--- src/hw/rtl/wts_fifo.sv ---
// Small register queue with push/full and pop/empty handshakes.
// Item type comes in as a parameter; no package dependency.
module wts_fifo #(
  parameter type item_t = logic,
  parameter int  DEPTH  = 2
) (
  input  logic  clk,
  input  logic  rst_n,
  input  logic  push,
  input  item_t wdata,
  output logic  full,
  input  logic  pop,
  output item_t rdata,
  output logic  empty
);

  localparam int PTR_W = $clog2(DEPTH);
  localparam int CNT_W = $clog2(DEPTH + 1);

  item_t             slot_r [DEPTH];
  logic [PTR_W-1:0]  wr_ptr_r, rd_ptr_r;
  logic [CNT_W-1:0]  cnt_r, cnt_nxt;
  logic              do_push, do_pop;

  assign full    = (cnt_r == CNT_W'(DEPTH));
  assign empty   = (cnt_r == '0);
  assign do_push = push & ~full;
  assign do_pop  = pop & ~empty;
  assign rdata   = slot_r[rd_ptr_r];

  always_comb begin
    cnt_nxt = cnt_r;
    if (do_push && !do_pop) cnt_nxt = cnt_r + CNT_W'(1);
    else if (do_pop && !do_push) cnt_nxt = cnt_r - CNT_W'(1);
  end

  always_ff @(posedge clk) begin
    if (!rst_n) begin
      wr_ptr_r <= '0;
      rd_ptr_r <= '0;
      cnt_r    <= '0;
    end else begin
      if (do_push) wr_ptr_r <= wr_ptr_r + PTR_W'(1);
      if (do_pop) rd_ptr_r <= rd_ptr_r + PTR_W'(1);
      cnt_r <= cnt_nxt;
    end
  end

  always_ff @(posedge clk) begin
    if (do_push) slot_r[wr_ptr_r] <= wdata;
  end

endmodule

--- config.mk ---
export PLATFORM = sky130hd
export DESIGN_NAME = wts_fifo
export DESIGN_NICKNAME = d
export VERILOG_FILES = /design/src/hw/rtl/wts_fifo.sv
export SDC_FILE = /design/constraint.sdc
export NUM_CORES = 1
export LEC_CHECK = 0
export BUFFER_PORTS_ARGS = -buffer_cell sky130_fd_sc_hd__buf_2
export CORE_AREA = 2 2 39 41
export CTS_BUF_LIST = sky130_fd_sc_hd__clkbuf_4 sky130_fd_sc_hd__clkbuf_8 sky130_fd_sc_hd__clkbuf_16
export DETAILED_ROUTE_END_ITERATION = 10
export DIE_AREA = 0 0 41 43
export HOLD_SLACK_MARGIN = 0.15
export PLACE_DENSITY = 0.53
export SYNTH_ARGS = -nofsm -noshare
export SYNTH_HDL_FRONTEND = slang
export SYNTH_SLANG_ARGS = --single-unit
--- constraint.sdc ---
create_clock -name clk -period 1.5 [get_ports clk]
set_input_delay 0.3 -clock clk [delete_from_list [all_inputs] [get_ports clk]]
set_output_delay 0.3 -clock clk [all_outputs]
set_load 0.02 [all_outputs]
### After elaboration in Yosys (flattened, before gate mapping)

Memories as Yosys holds them, arrays and structs flattened. A register that Yosys moved wholly into a read port is not among the register bits.
Index checks and enable logic that the tools add are counted.

* output and inout port bits: 3
* bits of input ports: 5
* memory bits (writable): 2
* bits in registers: 4
* word-level logic and storage cells: 25
* memories kept: 1

* reduce and logical (&&, ||, !) cells: 6
* mux-type cells: 6
* eq/ne operators: 1
* add/subtract/negate cells: 4
* bitwise logic cells: 4

Memory list
* slot_r: depth 2, width 1, rd ports 1, clocked after memory_dff 1, write ports 1, RTL line 20 `item_t slot_r [DEPTH];`

Operators by type and width (count)
* 1-bit 2-to-1 mux: 4
* 2-bit 2-to-1 mux: 2
* 1-bit adder (second input constant): 2
* 2-bit by 1-bit adder with 2-bit output (second input constant): 1
* 1-bit bitwise AND: 2
* 2-bit == test (second input constant): 1
* 1-bit logical AND: 2
* 1-bit logical NOT: 2
* 2-bit logical NOT: 1
* 1-bit NOT: 2
* 2-bit nonzero test: 1
* 2-bit by 1-bit subtractor with 2-bit output (second input constant): 1

### Longest topological paths before layout

* depth after elaboration: 7
* mapped depth: 7

### Worst setup path after synthesis

No wires, ideal clock.

* kind: flip-flop to flip-flop
* start point: register cnt_r[0]
* end point: register cnt_r[1]
* buffers on the path: 0
* arrival time: 1462 ps
* setup time: 70 ps
* path slack: -32 ps
* cell stages (with the launch flop): 7
* cell sequence: dfxtp_1 -> nand2b_1 -> inv_2 -> nor2_1 -> ha_1 -> or3_1 -> a21boi_1

* cells in the longest elaborated chain, start to end: 6

Ends and longest elaborated chain
* start: declaration: RTL line 22 `logic [CNT_W-1:0] cnt_r, cnt_nxt;`
* start signal: assignment: RTL line 45 `cnt_r <= cnt_nxt;`
* 2-bit == test *: RTL line 25 `assign full = (cnt_r == CNT_W'(DEPTH));`
* via full: RTL line 11 `output logic full,`
* 1-bit NOT *: RTL line 27 `assign do_push = push & ~full;`
* 1-bit bitwise AND *: RTL line 27
* via do_push: RTL line 23 `logic do_push, do_pop;`
* 1-bit logical NOT: RTL line 34 `else if (do_pop && !do_push) cnt_nxt = cnt_r - CNT_W'(1);`
* 1-bit logical AND: RTL line 34
* 2-bit nonzero test (no source line)

Mark *: on every way through the listed nets, which the timed path passes. The rest lies on a longest branch. The select of a mux whose other input is x is not followed.
A chain may end at the register's enable or synchronous reset.

### Final worst setup path

* start point: register cnt_r[0]
* end point: register cnt_r[1]

* cells in the longest elaborated chain, start to end: 6

Ends and longest elaborated chain (RTL line)
* 2-bit == test *: 25
* 1-bit NOT *: 27
* 1-bit bitwise AND *: 27
* via do_push: 23
* 1-bit logical NOT: 34
* 1-bit logical AND: 34
* 2-bit nonzero test (no source line)

Marked as above.

==> flow_summary.toml <==
[run_status]
status = "complete, no violations"

[finish]
layout-area-overhead-vs-synth_pct = 36.07
post_layout_nonfiller_instances = 57
postLayoutCellArea_um2 = 415.4
filler_cell_count = 143
finalCoreUtilization_pct = 30.02
antenna_cell_count = 0
post_route_cells_drive_above_1_share_pct = 46.34
final_nets = 48

[routing]
drt-wirelength-per-cell_um = 7.860
via_count = 221
ant_nets = 0
viasPerCell = 3.877
firstDrtPassIters = 1
postRouteWirelength_um = 448
drc_errors = 0
drt_iter0_markers = 0

[worst_setup_path]
worst-r2r-cell-count = 7
critPathMaxFanout = 3
worst-endpoint-arrival_ns = 1.60
crit_path_end_kind = "flip-flop"
ff2ff_setup_slack_ns = 0.07
cp_data_required_time_ns = 1.67
worstSetupPathType = "reg2reg"
timing.critical_path.from_type = "flip-flop"

[timing]
timing.slew.headroom_pct = 86.62
finalSetupTns_ns = 0
report.final.hold_viol_count = 0
drv_slew = 0
max_clock_freq_ghz = 0.7006
final.min_clock_period_ns = 1.427
final.period_utilization_pct = 95.15
final.setup_skew_ns = 0.004489
tightest_slew_ns = 0.1994
hold_slack_ns = 0.2425
grt_setup_unrepaired = "false"
setup_viol_count_final = 0

[die]
floorplan.die.width_um = 41
boundaryPins = 8
floorplan.die_area_um2 = 1763
num_rows = 14
area_of_the_core_region_um2 = 1384
die_h_um = 43
floorplan.initialDensity_pct = 22.06

[power_and_ir_drop]
p_leak_nw = 0.1849
ir_drop_v = 0.0007491
power_density_nw_per_um2 = 2014

[clocking]
ctsHtreeMaxLevel = 1
clkTransAtPathRegs_ns = 0.05
cts-root-to-sink-buffers = 2
clk-insertion-delay-late_ns = 0.25
cts_tree = "yes"
number_of_buffers_added_by_the_clock_tree_synthesis_step = 3
clock_tree.root_cell = "clkbuf_4"
numClockSinks = 7

[yosys]
syn_area_per_cell_um2 = 10.90
area_of_the_mapped_netlist_um2 = 305.3
synth.most_common_cell = "dfxtp_1"
synth-async-reset-ratio_pct = 0
synth-seq-cells = 7
syn_nets = 34
synth-main-ff-cell = "dfxtp_1"
syn_inst = 28
synth.top_cell.area_share_pct = 32.79
netlist.top_cell.by_area = "dfxtp_1"
distinct_cell_type_count_of_the_synthesized_netlist = 19
yosys-top-cells-count = "dfxtp_1, and2_1, edfxtp_1, nor2_1, xnor2_1"
synth.area.top_cells = "dfxtp_1, edfxtp_1, and2_1"
synth-edff-count = 2
seq_area_frac_synth_pct = 52.46
synthesis.yosys.warnings = 0

[place]
placedCellCount = 53
detailed_place.area_um2 = 382.9
globalplace.congestion = 0.6770
numPortBuffers = 7
hpwl_um = 343.9

[grt]
antenna_violations_before_repair = 0
grt_max_degree = 6
grt_overflow_total = 0
first_pass_grt_wire_length_um = 710
top_usage_layer = "met2"
met3_track_demand_over_resource_in_global_routing_pct = 6.283
grt_use_met1_pct = 6.189
global_router_s_overall_resource_usage_pct = 6.653
first_global_vias = 206
use_met2_pct = 9.063

[job]
max_cap_violations = 0

[min_path]
worst_hold_path_cells = 1
hold_path.class = "in2reg"
-- worst max-delay path, cell delays in order, from the launching register on --
cell,delay [ns]
dfxtp_2,0.32
nand2b_4,0.14
inv_2,0.06
nor2_1,0.05
ha_1,0.20
xor2_1,0.15
or3_1,0.30
a21boi_1,0.14
-- per-stage QoR --
step           total power [mW]  worst slack (ns)
2_1_floorplan            0.5477         0.0002666
3_3_place_gp             0.6583           0.04607
3_5_place_dp             0.6534           0.03998
4_1_cts                  0.8456           0.02352
5_1_grt                  0.9065         0.0003884
6_report                 0.8365           0.07275
-- per-layer routing --
layer  share of wire, %  up-vias
li1                   -      121
met1                 46       93
met2                 44        7
met3                9.8        0
met4                  0        0
met5                  0        -
-- timing repair --
item | in CTS | in global routing
endpoints found under the hold margin | 0 | 0
hold buffers | 0 | 0
gates resized for setup | 0 | 2
buffers inserted | 0 | 0
endpoints found under the setup margin | 0 | 2
-- cells by family after synthesis --
family / Yosys count / share of synthesized area [%]
flip-flops: 7 / 52.46
AND/OR/NAND/NOR: 9 / 18.04
multiplexers: 1 / 3.688
AO/OA/AOI/OAI: 5 / 10.66
buffers and inverters: 2 / 2.457
adder cells (fa/ha/maj): 1 / 4.098
XOR/XNOR: 3 / 8.608
-- layout make-up --
cell class                 instances  area (µm²)  area share [%]
sequential                         7       162.7           39.16
tap                               16       20.02           4.819
multi-input combinational         19       145.1           34.94
inverter                           2       7.507           1.807
clock buffer                       4       30.03           7.229
timing repair buffer               9       50.05           12.05
-- report_power, final --
| part | leakage, nW | switching [mW] | internal [mW] |
|---|---|---|---|
| registers | 0.0606 | 0.0392 | 0.259 |
| clock network | 0.0184 | 0.0636 | 0.119 |
| logic | 0.106 | 0.170 | 0.186 |
| total | 0.185 | 0.273 | 0.564 |
-- cell usage in the layout (no fill, tap or decap) --
master    count
a21boi_0      1
a21boi_1      1
and2_1        3
and3_1        1
buf_2         7
buf_4         2
clkbuf_4      4
dfxtp_1       3
dfxtp_2       2
edfxtp_1      2
ha_1          1
inv_1         1
inv_2         1
mux2_2        1
nand2b_4      1
nor2_1        2
nor3_2        1
o21a_1        1
o21ai_0       1
o21ai_1       1
or3_1         1
xnor2_1       2
xor2_1        1
-- final timing paths --
| check | start | to |
|---|---|---|
| worst max register to register | cnt_r[0]$_SDFFE_PN0P_ | cnt_r[1]$_SDFFE_PN0P_ |
| worst min-delay path | wdata | slot_r[1]$_DFFE_PP_ |
| worst min register to register | cnt_r[1]$_SDFFE_PN0P_ | cnt_r[1]$_SDFFE_PN0P_ |
| worst max-delay path | cnt_r[0]$_SDFFE_PN0P_ | cnt_r[1]$_SDFFE_PN0P_ |
(Power assumes the default switching activity.)
