`src/hw/rtl/wts_pkg.sv`:
```
// Shared types and constants for the windowed track statistics block.
// Used by window_track_statistics, wts_front and wts_back; depends on nothing.
package wts_pkg;

  localparam int WIN_W     = 13;  // window_start / window_end
  localparam int FRAC_W    = 17;  // threshold fraction, Q1.16 unsigned
  localparam int LEN_W     = 17;  // track length, wide enough for any supported depth
  localparam int STAT_W    = 40;  // result value
  localparam int CODE_W    = 4;   // result code
  localparam int CFG_IDX_W = 2;
  localparam int CFG_W     = 17;  // widest configuration register
  localparam int THR_SHIFT = 16;
  localparam int ROUND_BIAS = 32768;

  // Configuration register indexes
  localparam logic [CFG_IDX_W-1:0] REG_WIN_START = 2'd0;
  localparam logic [CFG_IDX_W-1:0] REG_WIN_END   = 2'd1;
  localparam logic [CFG_IDX_W-1:0] REG_THR_FRAC  = 2'd2;
  localparam logic [CFG_IDX_W-1:0] REG_ERR_MODE  = 2'd3;

  localparam logic [WIN_W-1:0] WIN_END_RST = 13'd4096;

  // Result codes
  localparam logic [CODE_W-1:0] STAT_MAX       = 4'd0;
  localparam logic [CODE_W-1:0] STAT_MAX_POS   = 4'd1;
  localparam logic [CODE_W-1:0] STAT_MAX_VAR   = 4'd2;
  localparam logic [CODE_W-1:0] STAT_MIN       = 4'd3;
  localparam logic [CODE_W-1:0] STAT_MIN_POS   = 4'd4;
  localparam logic [CODE_W-1:0] STAT_MIN_VAR   = 4'd5;
  localparam logic [CODE_W-1:0] STAT_AREA      = 4'd6;
  localparam logic [CODE_W-1:0] STAT_AREA_VAR  = 4'd7;
  localparam logic [CODE_W-1:0] STAT_EARLY     = 4'd8;
  localparam logic [CODE_W-1:0] STAT_EARLY_VAR = 4'd9;
  localparam logic [CODE_W-1:0] STAT_LATE      = 4'd10;
  localparam logic [CODE_W-1:0] STAT_LATE_VAR  = 4'd11;
  localparam logic [CODE_W-1:0] STAT_THRESHOLD = 4'd12;

  // Q.8 constants
  localparam logic signed [STAT_W-1:0] VAL_PLUS_100  = 40'sd25600;
  localparam logic signed [STAT_W-1:0] VAL_MINUS_100 = -40'sd25600;
  localparam logic signed [STAT_W-1:0] VAL_MINUS_ONE = -40'sd256;

  // One finished track handed from front to back
  typedef struct packed {
    logic              bank;
    logic [WIN_W-1:0]  win_start;
    logic [WIN_W-1:0]  win_end;
    logic [LEN_W-1:0]  count;
    logic [FRAC_W-1:0] frac;
    logic              err;
  } job_t;

  // Sample bank handed back to the front
  typedef struct packed {
    logic valid;
    logic bank;
  } bank_rel_t;

  typedef struct packed {
    logic [CODE_W-1:0]        stat_code;
    logic signed [STAT_W-1:0] stat_value;
    logic                     last_stat;
  } result_t;

endpackage

```
`src/hw/rtl/wts_back.sv`:
```
// Window sweep over a stored track, statistics accumulation and result run.
// Depends on wts_pkg (job_t, bank_rel_t, result_t, codes, constants).
module wts_back #(
  parameter int MAX_TRACK_LEN = 4096,
  parameter int SAMPLE_WIDTH  = 24
) (
  input  logic                            clk,
  input  logic                            rst_n,
  input  logic                            job_empty,
  output logic                            job_pop,
  input  wts_pkg::job_t                   job_data,
  output logic                            rd_en,
  output logic [$clog2(MAX_TRACK_LEN):0]  rd_addr,
  input  logic signed [SAMPLE_WIDTH-1:0]  rd_value,
  input  logic [SAMPLE_WIDTH-1:0]         rd_variance,
  output wts_pkg::bank_rel_t              rel,
  output logic                            res_push,
  output wts_pkg::result_t                res_data,
  input  logic                            res_full
);

  localparam int AW     = $clog2(MAX_TRACK_LEN);
  localparam int CW     = $clog2(MAX_TRACK_LEN + 1);
  localparam int PW     = (SAMPLE_WIDTH > 16) ? SAMPLE_WIDTH : 16;
  localparam int XW     = ((wts_pkg::WIN_W > CW) ? wts_pkg::WIN_W : CW) + 2;
  localparam int PROD_W = wts_pkg::FRAC_W + 1 + PW + 1;
  localparam int SW_    = wts_pkg::STAT_W;

  localparam logic [2:0] ST_IDLE  = 3'd0;
  localparam logic [2:0] ST_START = 3'd1;
  localparam logic [2:0] ST_SWEEP = 3'd2;
  localparam logic [2:0] ST_DRAIN = 3'd3;
  localparam logic [2:0] ST_DIFF  = 3'd4;
  localparam logic [2:0] ST_MUL   = 3'd5;
  localparam logic [2:0] ST_EMIT  = 3'd6;

  logic [2:0]                    state_r, state_nxt;
  logic [wts_pkg::CODE_W-1:0]    emit_r, emit_nxt;
  logic                          s1_vld_r, s1_vld_nxt;
  logic                          s1_first_r, s1_first_nxt;
  logic                          s1_early_r, s1_late_r;
  logic [AW-1:0]                 s1_pos_r;
  wts_pkg::job_t                 job_r;
  logic [CW-1:0]                 b_r, j_r;
  logic [XW-1:0]                 x1_r, x2_r, j3_r, a_x, b_x;
  logic [wts_pkg::LEN_W-1:0]     end_ext, b_full;
  logic signed [PW-1:0]          peak_r, trough_r, v_ext;
  logic [AW-1:0]                 peak_pos_r, trough_pos_r;
  logic [SAMPLE_WIDTH-1:0]       peak_var_r, trough_var_r;
  logic signed [SW_-1:0]         total_r, tvar_r, early_r, evar_r, late_r, lvar_r;
  logic signed [SW_-1:0]         v_stat, e_stat, var_init;
  logic signed [PW:0]            diff_r;
  logic signed [PROD_W-1:0]      prod_r, prod_rnd;
  logic signed [SW_-1:0]         thr;
  logic                          win_empty, sweep_done;

  assign end_ext    = wts_pkg::LEN_W'(job_data.win_end);
  assign b_full     = (end_ext < job_data.count) ? end_ext : job_data.count;
  assign a_x        = XW'(job_r.win_start);
  assign b_x        = XW'(b_r);
  assign win_empty  = ~(a_x < b_x);
  assign sweep_done = (j_r + CW'(1) == b_r);

  assign job_pop  = (state_r == ST_IDLE) & ~job_empty;
  assign rd_en    = (state_r == ST_START) | (state_r == ST_SWEEP);
  assign rd_addr  = {job_r.bank, (state_r == ST_START) ? AW'(0) : j_r[AW-1:0]};
  assign rel.valid = (state_r == ST_DRAIN);
  assign rel.bank  = job_r.bank;
  assign res_push = (state_r == ST_EMIT) & ~res_full;

  assign v_ext    = PW'(rd_value);
  assign v_stat   = SW_'(rd_value);
  assign e_stat   = SW_'(rd_variance);
  assign var_init = job_r.err ? '0 : wts_pkg::VAL_MINUS_ONE;
  assign prod_rnd = prod_r + PROD_W'(wts_pkg::ROUND_BIAS);
  assign thr      = SW_'(prod_rnd >>> wts_pkg::THR_SHIFT);

  always_comb begin
    state_nxt    = state_r;
    emit_nxt     = emit_r;
    s1_vld_nxt   = (state_r == ST_SWEEP);
    s1_first_nxt = (state_r == ST_START);
    unique case (state_r)
      ST_IDLE:  if (!job_empty) state_nxt = ST_START;
      ST_START: begin
        emit_nxt  = '0;
        state_nxt = win_empty ? ST_DRAIN : ST_SWEEP;
      end
      ST_SWEEP: if (sweep_done) state_nxt = ST_DRAIN;
      ST_DRAIN: state_nxt = ST_DIFF;
      ST_DIFF:  state_nxt = ST_MUL;
      ST_MUL:   state_nxt = ST_EMIT;
      ST_EMIT: begin
        if (res_push) begin
          if (emit_r == wts_pkg::STAT_THRESHOLD) begin
            emit_nxt  = '0;
            state_nxt = ST_IDLE;
          end else begin
            emit_nxt = emit_r + wts_pkg::CODE_W'(1);
          end
        end
      end
      default: state_nxt = ST_IDLE;
    endcase
  end

  always_ff @(posedge clk) begin
    if (!rst_n) begin
      state_r    <= ST_IDLE;
      emit_r     <= '0;
      s1_vld_r   <= 1'b0;
      s1_first_r <= 1'b0;
    end else begin
      state_r    <= state_nxt;
      emit_r     <= emit_nxt;
      s1_vld_r   <= s1_vld_nxt;
      s1_first_r <= s1_first_nxt;
    end
  end

  // Address generation and thirds classification
  always_ff @(posedge clk) begin
    if (job_pop) begin
      job_r <= job_data;
      b_r   <= CW'(b_full);
    end
    if (state_r == ST_START) begin
      x1_r <= (a_x << 1) + b_x;
      x2_r <= a_x + (b_x << 1);
      j_r  <= CW'(job_r.win_start);
      j3_r <= (a_x << 1) + a_x;
    end
    if (state_r == ST_SWEEP) begin
      // early when 3(j+1) <= 2A+B, late when 3j > A+2B
      s1_pos_r   <= j_r[AW-1:0];
      s1_early_r <= (j3_r + XW'(3) <= x1_r);
      s1_late_r  <= (j3_r > x2_r);
      j_r        <= j_r + CW'(1);
      j3_r       <= j3_r + XW'(3);
    end
  end

  // Accumulators, fed one sample behind the read address
  always_ff @(posedge clk) begin
    if (state_r == ST_START) begin
      peak_r       <= PW'(wts_pkg::VAL_MINUS_100);
      trough_r     <= PW'(wts_pkg::VAL_PLUS_100);
      peak_pos_r   <= '0;
      trough_pos_r <= '0;
      total_r      <= '0;
      early_r      <= '0;
      late_r       <= '0;
      tvar_r       <= var_init;
      evar_r       <= var_init;
      lvar_r       <= var_init;
    end else begin
      if (s1_first_r) begin
        peak_var_r   <= rd_variance;
        trough_var_r <= rd_variance;
      end
      if (s1_vld_r) begin
        if (v_ext > peak_r) begin
          peak_r     <= v_ext;
          peak_pos_r <= s1_pos_r;
          peak_var_r <= rd_variance;
        end
        if (v_ext < trough_r) begin
          trough_r     <= v_ext;
          trough_pos_r <= s1_pos_r;
          trough_var_r <= rd_variance;
        end
        total_r <= total_r + v_stat;
        if (job_r.err) tvar_r <= tvar_r + e_stat;
        if (s1_early_r) begin
          early_r <= early_r + v_stat;
          if (job_r.err) evar_r <= evar_r + e_stat;
        end
        if (s1_late_r) begin
          late_r <= late_r + v_stat;
          if (job_r.err) lvar_r <= lvar_r + e_stat;
        end
      end
    end
    if (state_r == ST_DIFF) diff_r <= (PW + 1)'(peak_r) - (PW + 1)'(trough_r);
    if (state_r == ST_MUL) prod_r <= $signed({1'b0, job_r.frac}) * diff_r;
  end

  always_comb begin
    res_data           = '0;
    res_data.stat_code = emit_r;
    res_data.last_stat = (emit_r == wts_pkg::STAT_THRESHOLD);
    case (emit_r)
      wts_pkg::STAT_MAX:       res_data.stat_value = SW_'(peak_r);
      wts_pkg::STAT_MAX_POS:   res_data.stat_value = SW_'(peak_pos_r);
      wts_pkg::STAT_MAX_VAR:   res_data.stat_value = job_r.err ? SW_'(peak_var_r)
                                                               : wts_pkg::VAL_MINUS_ONE;
      wts_pkg::STAT_MIN:       res_data.stat_value = SW_'(trough_r);
      wts_pkg::STAT_MIN_POS:   res_data.stat_value = SW_'(trough_pos_r);
      wts_pkg::STAT_MIN_VAR:   res_data.stat_value = job_r.err ? SW_'(trough_var_r)
                                                               : wts_pkg::VAL_MINUS_ONE;
      wts_pkg::STAT_AREA:      res_data.stat_value = total_r;
      wts_pkg::STAT_AREA_VAR:  res_data.stat_value = tvar_r;
      wts_pkg::STAT_EARLY:     res_data.stat_value = early_r;
      wts_pkg::STAT_EARLY_VAR: res_data.stat_value = evar_r;
      wts_pkg::STAT_LATE:      res_data.stat_value = late_r;
      wts_pkg::STAT_LATE_VAR:  res_data.stat_value = lvar_r;
      wts_pkg::STAT_THRESHOLD: res_data.stat_value = thr;
      default:                 res_data.stat_value = '0;
    endcase
  end

endmodule
```
`config.mk`:
```
export PLATFORM = sky130hd
export DESIGN_NAME = wts_back
export DESIGN_NICKNAME = d
export VERILOG_FILES = /design/src/hw/rtl/wts_pkg.sv /design/src/hw/rtl/wts_back.sv
export SDC_FILE = /design/constraint.sdc
export NUM_CORES = 2
export LEC_CHECK = 0
export BUFFER_PORTS_ARGS = -buffer_cell sky130_fd_sc_hd__buf_2
export CAP_MARGIN = 20
export CORE_ASPECT_RATIO = 1.75
export CORE_MARGIN = 10
export CORE_UTILIZATION = 65
export CTS_CLUSTER_SIZE = 24
export DETAILED_ROUTE_END_ITERATION = 10
export GPL_ROUTABILITY_DRIVEN = 0
export GPL_TIMING_DRIVEN = 1
export MAX_ROUTING_LAYER = met4
export PLACE_DENSITY = 0.89
export RECOVER_POWER = 25
export SYNTH_ARGS = -nofsm -noshare
export SYNTH_HDL_FRONTEND = slang
export SYNTH_SLANG_ARGS = --single-unit
export TNS_END_PERCENT = 5
```
`constraint.sdc`:
```
create_clock -name clk -period 10.4 [get_ports clk]
set_clock_uncertainty 0.15 [all_clocks]
set_input_delay 2.6 -clock clk [delete_from_list [all_inputs] [get_ports clk]]
set_output_delay 2.6 -clock clk [all_outputs]
set_load 0.02 [all_outputs]
```
Yosys cells after proc, flatten, opt, wreduce, memory -nomap -nowiden
Index checks and enable logic that the tools add are counted.
{"block": "classes", "add_sub_neg": 14, "n_mul": 1, "magnitude_cmp": 6, "n_eq_ne": 23, "n_mux": 36, "n_bitwise": 5, "n_reduce_logical": 17}
{"op": "40-bit 2-to-1 mux", "count": 14}
{"op": "40-bit case mux with 13 select lines", "count": 1}
{"op": "24-bit 2-to-1 mux", "count": 6}
{"op": "40-bit by 24-bit adder with 40-bit output", "count": 3}
{"op": "40-bit by 25-bit adder with 40-bit output", "count": 3}
{"op": "43-bit by 17-bit adder with 43-bit output (second input constant)", "count": 1}
{"op": "18-bit by 25-bit multiplier with 43-bit output", "count": 1}
{"op": "13-bit 2-to-1 mux", "count": 3}
{"op": "14-bit by 13-bit adder with 15-bit output", "count": 2}
{"op": "15-bit 2-to-1 mux", "count": 2}
{"op": "24-bit by 24-bit subtractor with 25-bit output", "count": 1}
{"op": "24-bit greater-than comparator", "count": 1}
{"op": "24-bit < comparator", "count": 1}
{"op": "3-bit case mux with 7 select lines", "count": 1}
{"op": "4-bit == test (second input constant)", "count": 5}
{"op": "13-bit by 17-bit < comparator with 1-bit output", "count": 1}
{"op": "4-bit by 3-bit == test with 1-bit output (second input constant)", "count": 4}
{"op": "13-bit by 14-bit adder with 15-bit output", "count": 1}
{"op": "15-bit by 2-bit adder with 15-bit output (second input constant)", "count": 1}
{"op": "15-bit greater-than comparator", "count": 1}
{"op": "15-bit <= comparator", "count": 1}
{"op": "13-bit by 1-bit adder with 13-bit output (second input constant)", "count": 1}
{"op": "13-bit == test", "count": 1}
{"op": "13-bit < comparator", "count": 1}
{"op": "other kinds (22)", "count": 45}
{"block": "word_totals", "regBits": 554, "input_bits": 114, "output_inout_bits": 63, "word_cells": 132}

Logic depth before layout (Yosys ltp)
{"block": "logic_depth", "ltp_word": 5, "mapped_depth": 25, "depth_no_buf": 24}

Worst setup path before layout
Ideal clock, no wire load.
{"block": "synth_timing", "path_type": "input-to-output", "start": "in job_empty", "end": "out job_pop", "arrival_time_ns": 7.427, "required_ns": 7.650, "slack_ns": 0.223, "stages": 1, "n_path_buf": 0, "path_cell_list": "nor4_1"}
{"block": "synth_via", "elab_chain_cells": 2}
{"element": "start, declared", "line": "wts_back.sv:9", "text": "input logic job_empty,"}
{"element": "1-bit NOT", "line": "wts_back.sv:64", "text": "assign job_pop = (state_r == ST_IDLE) & ~job_empty;"}
{"element": "1-bit AND", "line": "wts_back.sv:64"}
{"element": "end, declared", "line": "wts_back.sv:10", "text": "output logic job_pop,"}
Every way passes these cells.

Worst setup path in the final report
{"block": "layout_timing", "start": "reg job_r[6] (netlist name)", "end": "reg prod_r[42], data pin"}
{"block": "layout_via", "elab_chain_cells": 1}
{"element": "start, declared", "line": "wts_back.sv:43", "text": "wts_pkg::job_t job_r;"}
{"element": "start signal, assigned", "line": "wts_back.sv:124", "text": "job_r <= job_data;"}
{"element": "18-bit by 25-bit multiplier with 43-bit output", "line": "wts_back.sv:185", "text": "if (state_r == ST_MUL) prod_r <= $signed({1'b0, job_r.frac}) * diff_r;"}
{"element": "end signal, assigned", "line": "wts_back.sv:185"}
{"element": "end, declared", "line": "wts_back.sv:53", "text": "logic signed [PROD_W-1:0] prod_r, prod_rnd;"}
Every way passes these cells.
A chain may end at the register's enable or synchronous reset.

==> results.toml <==
[cts]
htree_levels = 2
clockBufferDepth = 3
cts-root-buf = "clkbuf_16"
cts_buffers = 54
postCtsHoldBufs = 0
cts_tree = "built"
clock_latency_ns = 0.69
clkSinkCount = 539
path_clk_slew_ns = 0.09
cts_setup_buffers = 0
cts_resized = 0

[routing]
ant_nets = 0
drc = 6
wirelength_mm = 180
drt_iter0_markers = 5508
vias = 46100
post_drt_wl_per_cell_um = 26.1
via_per_inst = 6.70
dr.pass1.iters = 11

[sta]
setup_tns_ns = 0
worst_pin_slew_ns = 3.84
relSlewSlack_pct = -156
setup_violations = 0
finalHoldViolations = 0
rsz0062_at_grt = "no"
slew_viol_final = 278
period_needed_ns = 7.85
fmax_mhz = 127
final.period_utilization_pct = 75.5

[global_routing]
grt_pass1_vias = 47600
antenna_found_initial = 40
grt_pass1_wl_mm = 275
grt_max_degree = 128
grt.total_usage_pct = 40.6
overflow = 0

[critical_path]
start_kind = "flip-flop"
path_class = "flip-flop to flip-flop"
critPathMaxFanout = 25
worstSetupEndpointType = "flip-flop"
cp_data_required_time_ns = 10.68
worstPathArrival_ns = 8.14

[run_status]
failed_checks = "DRC, capacitance limit, slew limit"
status = "complete, but fails checks"

[layout]
area_growth_pct = 6.86
final_common_cell = "inv_1"
layout.cells.most_common_list = "inv_1, nand2_1, ha_1, fa_1, a21oi_1"
layout-drive-gt1-share_pct = 6.37
nFillCells = 5676
multiInputGateArea_um2 = 34700
final_nets = 6747
seqCellArea_um2 = 14200

[synthesis]
yosysTopAreaCellShare_pct = 19.4
synth_edf_count = 338
synth-seq-area-share_pct = 27.1
syn_area_um2 = 52200
syn_nets = 6696
post_synth.cell_area_avg_um2 = 9.16
yosys_warnings = 0
synth_top_flop_cell = "edfxtp_1"
synth_cell_types = 91
async_flop_share_pct = 0
synth_top_cell_by_area = "edfxtp_1"
ys_seq_elements = 539
synthTopCellsByArea = "edfxtp_1, fa_1, ha_1"
synth_cells = 5698

[worst_hold_path]
hp-class = "flip-flop to flip-flop"

[floorplan]
row_count = 137
start_util_pct = 65.5
io_pins = 177
dieArea_um2 = 92500
dieHeight_um = 395
die-width_um = 234
core_um2 = 79700

[placed_design]
dpl.hpwl_mm = 130
io_buffers = 176

[run]
cap_violations = 7
Yosys cell counts, types with 175 or more instances:
cell type,n
a21oi_1,381
inv_1,680
fa_1,424
dfxtp_1,201
and2_1,240
nor2_1,298
nand2_1,554
o21ai_0,261
edfxtp_1,338
clkbuf_1,199
ha_1,460
xnor2_1,175
metal layers:
metal	routed length (um)	track usage, %	vias to the layer above
li1	-	-	19800
met1	52000	37.6	21700
met2	82800	62.3	3190
met3	21200	15.8	1398
met4	23900	39.8	0
met5	0	-	-
area by class of cell:
cell class              count  area share (%)
inverters                 682            4.60
clock buffers              76            2.71
clock inverters            24           0.428
well taps                1042            2.34
flip-flops and latches    539            25.4
multi-input cells        4251            62.1
diodes                     49           0.220
repair buffers            221            2.16
cell families (layout without fill, tap and decap cells):
group                    count (synthesis)  in the layout  synth area share (%)
XOR/XNOR                               316            316                  5.30
adder cells (fa/ha/maj)                884            884                  27.3
multiplexers                           126            126                  2.56
AND/OR/NAND/NOR                       1600           1600                  14.8
AO/OA/AOI/OAI                         1325           1325                  16.3
flip-flops                             539            539                  27.1
other                                    0             49                     0
buffers and inverters                  908           1003                  6.56
worst max-delay path: stages (launching register included):
cell	delay, ns
edfxtp_1	1.07
nand2_1	0.17
fa_1	0.53
fa_1	0.48
fa_1	0.55
inv_1	0.06
fa_1	0.51
fa_1	0.50
inv_1	0.05
fa_1	0.49
inv_1	0.05
ha_1	0.33
nand4_1	0.13
nor4b_1	0.82
o21ai_0	0.35
clkbuf_4	0.28
a211oi_1	0.36
nor3_1	0.16
o21ai_0	0.25
a31oi_1	0.14
xnor2_1	0.14
per-stage QoR:
stage	utilization [%]	setup slack (ns)	cells	hold WS, ns	instance area (um^2)
finish	70.0	2.55	6884	0.329	55800
global route	70.0	2.35	6876	0.351	55800
CTS	69.8	2.61	6828	0.327	55600
detailed placement	67.6	2.70	6728	0.319	53900
global placement	67.6	2.80	6727	0.307	53900
floorplan	-	0.223	5698	0.296	52200
sequential cells by signal, indices dropped and copies added (netlist names), 13 cells and up:
register and count:
evar_r 40, x2_r 15, peak_r 24, tvar_r 40
late_r 40, peak_var_r 24, diff_r 25, j3_r 15
trough_var_r 24, a_x 13, total_r 40, trough_r 24
b_r 13, x1_r 15, prod_r 28, j_r 13
lvar_r 40, early_r 40, job_r 18
path summary, 6_finish.rpt:
path / slack [ns] / depth (start not counted) / from / endpoint
min: 0.33 / 2 / peak_pos_r[7] / peak_pos_r[7]
min reg2reg: 0.33 / 2 / peak_pos_r[7] / peak_pos_r[7]
max: 2.55 / 20 / job_r[6] / prod_r[42]
max reg2reg: 2.55 / 20 / job_r[6] / prod_r[42]
Power is not shown: default switching activity piles up to over one toggle a cycle in this logic, so the estimate is an artifact.
